<file path="src/hw/rtl/tsp_pkg.sv">
// shared types, constants and small arithmetic helpers for the texel shade pipeline
// no dependencies
`default_nettype none

package tsp_pkg;

  // word handed from the lighting stages to the tint stages
  typedef struct packed {
    logic        valid;
    logic [1:0]  surface;
    logic [23:0] color;
  } lit_t;

  localparam int CHAN_W = 8;
  localparam int BN_W   = 19;
  localparam int SUM_W  = 22;
  localparam int HOUR_W = 9;
  localparam int Q_W    = 12;   // quotient before the final divide by five
  localparam int D5_W   = 10;

  localparam logic [SUM_W-1:0]  BRIGHT_BASE = 22'd131072;   // 0.4
  localparam logic [SUM_W-1:0]  BRIGHT_ONE  = 22'd327680;   // 1.0
  localparam logic [SUM_W-1:0]  DIST_GAIN   = 22'd50;       // 10 in the bright scale
  localparam logic [8:0]        BLEND_ONE   = 9'd256;

  localparam logic [HOUR_W-1:0] HOUR_RESET  = 9'd128;
  localparam logic [HOUR_W-1:0] HOUR_MID    = 9'd128;
  localparam logic [HOUR_W-1:0] HOUR_GREEN0 = 9'd384;
  localparam logic [HOUR_W-1:0] HOUR_BLUE0  = 9'd256;
  localparam logic [10:0]       HOUR_LOW_K  = 11'd1408;

  localparam logic [23:0] RECIP5 = 24'd3277;   // 2^14 / 5, exact for inputs below 2^14

  localparam logic [1:0] SURF_PASS = 2'd0;

  // register index, taken from address bit 2
  localparam logic REG_HOUR = 1'b0;

  function automatic logic [D5_W-1:0] div5(input logic [Q_W-1:0] n);
    logic [23:0] p;
    p = {12'b0, n} * RECIP5;
    return p[23:14];
  endfunction

  function automatic logic [CHAN_W-1:0] sat8(input logic [10:0] v);
    return (v > 11'd255) ? 8'hff : v[7:0];
  endfunction

endpackage

`default_nettype wire

</file>
<file path="src/hw/rtl/tsp_cfg.sv">
// configuration register file: hour of day behind an apb-style port
// uses tsp_pkg
`default_nettype none

module tsp_cfg (
  input  wire logic                      clk,
  input  wire logic                      rst_n,
  input  wire logic                      psel,
  input  wire logic                      penable,
  input  wire logic                      pwrite,
  input  wire logic [2:0]                paddr,
  input  wire logic [31:0]               pwdata,
  output logic      [31:0]               prdata,
  output logic                           pready,
  output logic      [tsp_pkg::HOUR_W-1:0] hour
);

  logic [tsp_pkg::HOUR_W-1:0] hour_r;
  logic                       hit;

  assign hit    = (paddr[2] == tsp_pkg::REG_HOUR);
  assign pready = 1'b1;
  assign prdata = hit ? {23'b0, hour_r} : 32'b0;
  assign hour   = hour_r;

  always_ff @(posedge clk) begin
    if (!rst_n) begin
      hour_r <= tsp_pkg::HOUR_RESET;
    end else if (psel && penable && pwrite && pready && hit) begin
      hour_r <= pwdata[tsp_pkg::HOUR_W-1:0];
    end
  end

endmodule

`default_nettype wire

</file>
<file path="config.mk">
export PLATFORM = sky130hd
export DESIGN_NAME = tsp_cfg
export DESIGN_NICKNAME = d
export VERILOG_FILES = /design/src/hw/rtl/tsp_pkg.sv /design/src/hw/rtl/tsp_cfg.sv
export SDC_FILE = /design/constraint.sdc
export NUM_CORES = 1
export LEC_CHECK = 0
export ABC_AREA = 1
export BUFFER_PORTS_ARGS = -buffer_cell sky130_fd_sc_hd__buf_4
export CAP_MARGIN = 0
export CORE_MARGIN = 5
export CORE_UTILIZATION = 33
export DETAILED_ROUTE_END_ITERATION = 8
export PLACE_DENSITY = 0.91
export SYNTH_ARGS = -nofsm -noshare
export SYNTH_HDL_FRONTEND = slang
export SYNTH_SLANG_ARGS = --single-unit
</file>
<file path="constraint.sdc">
create_clock -name clk -period 0.8 [get_ports clk]
set_input_delay 0.12 -clock clk [delete_from_list [all_inputs] [get_ports clk]]
set_output_delay 0.12 -clock clk [all_outputs]
set_load 0.01 [all_outputs]
</file>
Word-level counts from Yosys, hierarchy flattened
Cells that the tools add are included.
- RAM bits: 0
- memories kept: 0
- latch bits: 0
- output and inout bits: 42
- ROM bits: 0
- register bits after elaboration: 9
- word-level logic and storage cells: 6
- bits of input ports: 40
- multiplexer cells: 1
- bitwise operators: 1
- eq/ne operators: 0
- add/subtract/negate cells: 0
- shift operators: 0
- divide/modulo/power cells: 0
- reduce and logical (&&, ||, !) cells: 3
- multipliers: 0
- $lt $le $gt $ge: 0
- operators with widths (cell ; count):
    $mux 9 ; 1
    $logic_and 1x1->1 ; 3
    $not 1->1 ; 1

Depth between registers and ports, before layout
Gate-level depths: netlist of the first run.
- word-level depth: 3
- depth in mapped cells: 5
- mapped depth without buffers: 5

Worst setup path after synthesis of the first run
OpenSTA, ideal clock, no wires.
- kind: flip-flop to output port
- start: reg hour_r (netlist bit hour[0])
- end: out prdata[0]
- arrival: 0.581 ns
- cell stages (with the launch flop): 3
- data required time: 0.680 ns
- path slack: 0.099 ns
- path through: dfxtp_1 inv_1 nor2_1
- longest elaborated chain between the ends: 1
- ends and longest elaborated chain (element ; line ; source):
    start: declaration ; tsp_cfg.sv:18 ; logic [tsp_pkg::HOUR_W-1:0] hour_r;
    start signal: assignment ; tsp_cfg.sv:28 ; hour_r <= tsp_pkg::HOUR_RESET;
    start signal: assignment ; tsp_cfg.sv:30 ; hour_r <= pwdata[tsp_pkg::HOUR_W-1:0];
    $mux 9 ; tsp_cfg.sv:23 ; assign prdata = hit ? {23'b0, hour_r} : 32'b0;
    end: declaration ; tsp_cfg.sv:13 ; output logic [31:0] prdata,
Every way passes these cells.

Worst setup path in the final report of the first run
- start: reg hour_r (netlist bit hour[1])
- end: out prdata[1]
The elaborated chain is that of the path after synthesis.

==> results of run 1 <==
tightest hold or removal path, cell delays in order:
cell and delay (ps):
buf_4 80, nand2_1 40, nand3_1 60
what timing repair did:
item / CTS / global route
pin swaps: 1 / 4
setup buffers: 0 / 3
resized for setup: 14 / 11
gates cloned: 0 / 0
endpoints found under the setup margin: 18 / 18
power by group:
part | switching [mW] | internal [mW]
Combinational | 0.166 | 0.130
Sequential | 0.0148 | 0.467
Clock | 0.148 | 0.192
layout make-up:
cell class	count	area share, %
repair buffers	37	32.1
inverters	20	7.73
multi-input cells	72	34.3
well taps	27	3.48
clock buffers	4	2.71
flip-flops and latches	9	19.7
Yosys cell counts:
library cell / count / area share [%]
buf_6: 2 / 3.2
o21ai_0: 1 / 0.71
buf_4: 24 / 26
nor2_8: 2 / 5.7
nand3_2: 1 / 1.4
nor2_1: 25 / 13
nand2_1: 9 / 4.8
nand2_2: 2 / 1.8
inv_2: 1 / 0.54
inv_1: 19 / 10
conb_1: 2 / 1.1
nand3_1: 8 / 5.7
dfxtp_1: 9 / 26
per-layer routing:
metal / GRT usage, % / vias up
li1: - / 333
met1: 9.81 / 254
met5: 0 / -
met4: 4.07 / 0
met3: 4.18 / 0
met2: 16.4 / 28
path summary, 6_finish.rpt:
| check | startpoint | endpoint |
|---|---|---|
| max | hour[1]$_SDFFE_PN0P_ | prdata[1] |
| min | pwdata[7] | hour[7]$_SDFFE_PN1P_ |
| max reg2reg | hour[7]$_SDFFE_PN1P_ | hour[7]$_SDFFE_PN1P_ |
| min reg2reg | hour[6]$_SDFFE_PN0P_ | hour[6]$_SDFFE_PN0P_ |
cells by family after synthesis:
logic type | count (synthesis) | synth area share [%]
DFF | 9 | 25.7
buffers and inverters | 46 | 39.6
AOI/OAI and AO/OA | 1 | 0.714
and+or+nand+nor | 47 | 32.9
other | 2 | 1.07
metrics by stage:
stage | hold WS, ps | setup WS [ps] | power, mW
after floorplan | 246 | 98.6 | 0.738
after global placement | 338 | 6.63 | 0.756
after detailed placement | 340 | -16.1 | 0.761
after CTS | 74.3 | -170 | 1.11
after global routing | 75.0 | -243 | 1.21
final | 75.6 | -166 | 1.12
==> metrics.md, run 1 <==
| Metric | Value |
|---|---|
| Drt via density | `about 3.6` |
| Tmin final | `between 900 and 1000 ps` |
| Status | `finished with violations` |
| DP HPWL | `~1200 um` |
| Seq/Total Area, Yosys | `~26%` |
| Core Region | `approximately 2000 sq um` |
| Port bufs | `32` |
| Ys Warns | `0` |
| Synth Area per Inst | `approximately 6.7 sq um` |
| Post-route design area | `971 sq um` |
| Vias in the first global route | `about 560` |
| Leak | `approximately 0.55 nW` |
| Util after Layout | `between 40% and 50%` |
| Routability cong. | `between 0.6 and 0.7` |
| Final Cycle Share | `121%` |
| Final nets | `183` |
| Die Area | `between 3000 and 4000 sq um` |
| Max stage delay on crit path | `between 300 and 400 ps` |
| #FFs+latches synth | `9` |
| Layout cells sized above 1 | `roughly 44%` |
| Max reg flops | `9` |
| Post-Place Cells | `162` |
| 1st-iter DRT viols | `6` |
| Clock buffer depth | `2` |
| Startpoint Class | `register` |
| Htree depth | `1` |
| Remaining Overflow, GRT | `0` |
| Total wire length | `between 1000 and 1500 um` |
| # fillers | `approximately 220` |
| Final worst setup slack | `-166 ps` |
| CP Cell Sequence | `inv_2, nor2_2, buf_4` |
| CTS Sinks | `9` |
| R2R setup slack | `between 200 and 250 ps` |
| Non-filler cells, final | `roughly 170` |
| Drt wl/cell | `between 8 and 9 um` |
| Area Overhead vs Synth | `38.6%` |
| Crit path capture type | `primary output` |
| Worst hold stages | `3` |
| Num ports | `82` |
| Final Hold Viols | `0` |
| Most frequent cells in the layout | `28 x buf_4, 24 x conb_1, 22 x nor2_1, 15 x inv_1` |
| Register Area | `~190 sq um` |
| First-pass GRT wire length | `roughly 2400 um` |
| WS Path Type | `register to primary output` |
| # rows | `16` |
| Setup_tns | `-1910 ps` |
| HP Class | `input port to register` |
| Multi-input gate area | `approximately 330 sq um` |
| Initial antenna violation count | `0` |
| Worst path buffer plus inverter count | `2` |
| Die height | `around 56 um` |
| Post-Syn Instances | `105` |
| Crit path max fanout | `3` |
| CP delay by family, top | `flip-flops` |
| Total track usage | `9.45%` |
| Wire length on met3 | `about 170 um` |
| Critical path depth | `3` |
| Synth Cell Area | `roughly 700 sq um` |
| Metal2 WL | `~830 um` |
| Initial core utilization | `approximately a third` |
| Final ANT Viol Nets | `0` |
| Pre-Repair DR Iteration Count | `3` |
| Top Metal Used | `met3` |
| Required @ worst endpoint | `around 680 ps` |
| Peak VDD IR | `between 0.0008 and 0.0009 V` |
| Max Freq | `1030 MHz` |
| MaxCap Viol Count | `0` |
| Critical path arrival | `about 850 ps` |
| Unrepaired setup endpoints after global routing | `true` |
| Power density cells | `between 1000 and 1500 nW/um^2` |
| Insertion delay to the later sink of the worst-skew pair | `between 200 and 300 ps` |
| CTS Hold Bufs | `0` |
| Commonest non-fill, non-tap cell in the layout | `buf_4` |
| Netlist cell types | `13` |
| Largest net degree at the start of global routing | `10` |
| DR DRC count | `0` |
| Failing checks | `setup timing` |
| Clk pin slew, worst setup/hold paths | `60 ps` |
| Crit-path slowest cell | `dfxtp_2` |
| Final Max Slew Viols | `0` |
| Worst Reg-to-Reg Cells | `2` |
| Final Skew | `0 ps` |
| WL met1 | `just under 500 um` |
| Final setup vio count | `18` |
| Die W | `approximately 56 um` |
| Num CTS Buffers | `3` |
| Clock root buffer | `clkbuf_4` |
| Area of placed instances | `870 sq um` |
| Ant. Diodes | `0` |
| Via count | `around 620` |
| CTS tree | `yes` |
(Power assumes the default switching activity.)
==> inputs of run 2 (changes only) <==
==> constraint.sdc (replaced) <==
create_clock -name clk -period 0.8 [get_ports clk]
set_input_delay 0.2 -clock clk [delete_from_list [all_inputs] [get_ports clk]]
set_output_delay 0.2 -clock clk [all_outputs]
set_load 0.01 [all_outputs]
==> metrics.md, run 2 (synthesized netlist as in run 1, its figures left out) <==
| Metric | Value |
|---|---|
| Commonest non-fill, non-tap cell in the layout | `buf_4` |
| Final Hold Viols | `0` |
| Final ANT Viol Nets | `0` |
| Crit path capture type | `primary output` |
| R2R setup slack | `about 110 ps` |
| Most frequent cells in the layout | `26 x buf_4, 24 x conb_1, 23 x nor2_1, 14 x inv_1, 10 x buf_6` |
| Clock root buffer | `clkbuf_4` |
| Worst Min Path Start | `pwdata[7]` |
| Clock power share | `between 30% and 40%` |
| Area Overhead vs Synth | `37.7%` |
| # fillers | `around 230` |
| Initial core utilization | `between 30% and 40%` |
| Status | `finished with violations` |
| Drt wl/cell | `8.75 um` |
| DR DRC count | `0` |
| Cell Int Power | `roughly 0.79 mW` |
| Final setup vio count | `18` |
| Worst hold stages | `3` |
| Area of placed instances | `~850 sq um` |
| Psw | `around 0.33 mW` |
| First-pass GRT wire length | `approximately 2400 um` |
| Die W | `between 50 and 60 um` |
| Worst Reg-to-Reg Cells | `3` |
| WS Path Type | `register to primary output` |
| Leak | `between 0.5 and 0.6 nW` |
| Proportion of power drawn by combinational gates | `between 20% and 30%` |
| Ant. Diodes | `0` |
| Num CTS Buffers | `3` |
| Pre-Repair DR Iteration Count | `3` |
| Reg-to-Reg End | `hour[0]$_SDFFE_PN0P_` |
| Post-Place Setup Slack | `-117 ps` |
| Largest net degree at the start of global routing | `12` |
| Max reg flops | `9` |
| Failing checks | `setup timing` |
| Port bufs | `32` |
| Initial antenna violation count | `0` |
| Clk pin slew, worst setup/hold paths | `60 ps` |
| HP Class | `input port to register` |
| Htree depth | `1` |
| Unrepaired setup endpoints after global routing | `true` |
| Core Region | `between 2000 and 2500 sq um` |
| CTS Sinks | `9` |
| Num ports | `82` |
| Routability cong. | `between 0.6 and 0.7` |
| Die height | `between 50 and 60 um` |
| Final Cycle Share | `135%` |
| Final Skew | `0 ps` |
| # rows | `16` |
| CTS Hold Bufs | `0` |
| Crit Reg-Reg Startpoint | `hour[0]$_SDFFE_PN0P_` |
| Total track usage | `a little under a tenth` |
| Startpoint Class | `register` |
| Remaining Overflow, GRT | `0` |
| Die Area | `~3100 sq um` |
| Max Freq | `between 900 and 1000 MHz` |
| 1st-iter DRT viols | `8` |
| Insertion delay to the later sink of the worst-skew pair | `~250 ps` |
| Critical path arrival | `between 800 and 900 ps` |
| Hold worst-path end | `hour[7]$_SDFFE_PN1P_` |
| Vias in the first global route | `555` |
| Layout cells sized above 1 | `43.3%` |
| Total wire length | `1470 um` |
| Drt via density | `roughly 3.6` |
| Peak VDD IR | `0.000647 V` |
| Switching Share | `29.7%` |
| Post-route design area | `965 sq um` |
| DP HPWL | `between 1000 and 1500 um` |
| Final Max Slew Viols | `0` |
| Required @ worst endpoint | `roughly 600 ps` |
| MaxCap Viol Count | `0` |
| Final worst setup slack | `-284 ps` |
| Clock buffer depth | `2` |
| Tmin final | `between 1000 and 1500 ps` |
| Reg power frac | `between 40% and 50%` |
| CTS tree | `yes` |
| Power density cells | `1160 nW/um^2` |
| Via count | `600` |
| Crit path max fanout | `3` |
| Final nets | `approximately 180` |
==> run 2: power by group through the flow <==
| stage | combinational [mW] | sequential, mW | clock, mW |
|---|---|---|---|
| 2_1_floorplan | 0.246 | 0.492 | 0 |
| 3_3_place_gp | 0.264 | 0.486 | 0 |
| 3_5_place_dp | 0.266 | 0.486 | 0 |
| 4_1_cts | 0.276 | 0.480 | 0.353 |
| 5_1_grt | 0.325 | 0.483 | 0.391 |
| 6_report | 0.292 | 0.481 | 0.345 |
==> run 2: layout make-up <==
cell class	count	area (sq um)	area share, %
clock buffers	4	26.3	2.72
inverters	20	75.1	7.78
multi-input cells	72	330	34.2
flip-flops and latches	9	191	19.8
well taps	27	33.8	3.50
repair buffers	36	308	31.9
==> run 2: what timing repair did <==
item,4_1_cts,5_1_grt
gates cloned,0,0
pin swaps,3,4
gates resized for setup,14,12
buffers inserted,2,2
endpoints found under the setup margin,18,18
==> run 2: worst max path at each step <==
stage / start / end / slack (ps) / cells past startpoint
floorplan: hour[0]$_SDFFE_PN0P_ / prdata[0] / 20 / 2
global placement: paddr[2] / hour[4]$_SDFFE_PN0P_ / -90 / 6
finish: hour[4]$_SDFFE_PN0P_ / prdata[4] / -280 / 3
detailed placement: paddr[2] / hour[8]$_SDFFE_PN0P_ / -120 / 6
CTS: hour[2]$_SDFFE_PN0P_ / prdata[2] / -250 / 3
global route: hour[4]$_SDFFE_PN0P_ / prdata[4] / -330 / 3
==> run 2: metrics by stage <==
stage | hold slack, ps | total power, mW | cells | util (%) | TNS [ps]
floorplan | 326 | 0.738 | 127 | - | 0
global placement | 416 | 0.749 | 160 | 42.7 | -948
detailed placement | 423 | 0.752 | 160 | 42.7 | -1050
CTS | 157 | 1.11 | 166 | 45.9 | -3530
global route | 149 | 1.20 | 168 | 48.2 | -4400
finish | 156 | 1.12 | 168 | 48.2 | -3560
==> run 2: critical path: stages, from the launching register on <==
cell     delay (ps)
dfxtp_2         350
inv_2            40
nor2_2          110
buf_4           130
==> run 2: per-layer routing <==
layer | global-route usage [%] | wire length, um
met1 | 10.6 | 498
met2 | 16.4 | 805
met3 | 2.78 | 166
met4 | 4.07 | 0
met5 | 0 | 0
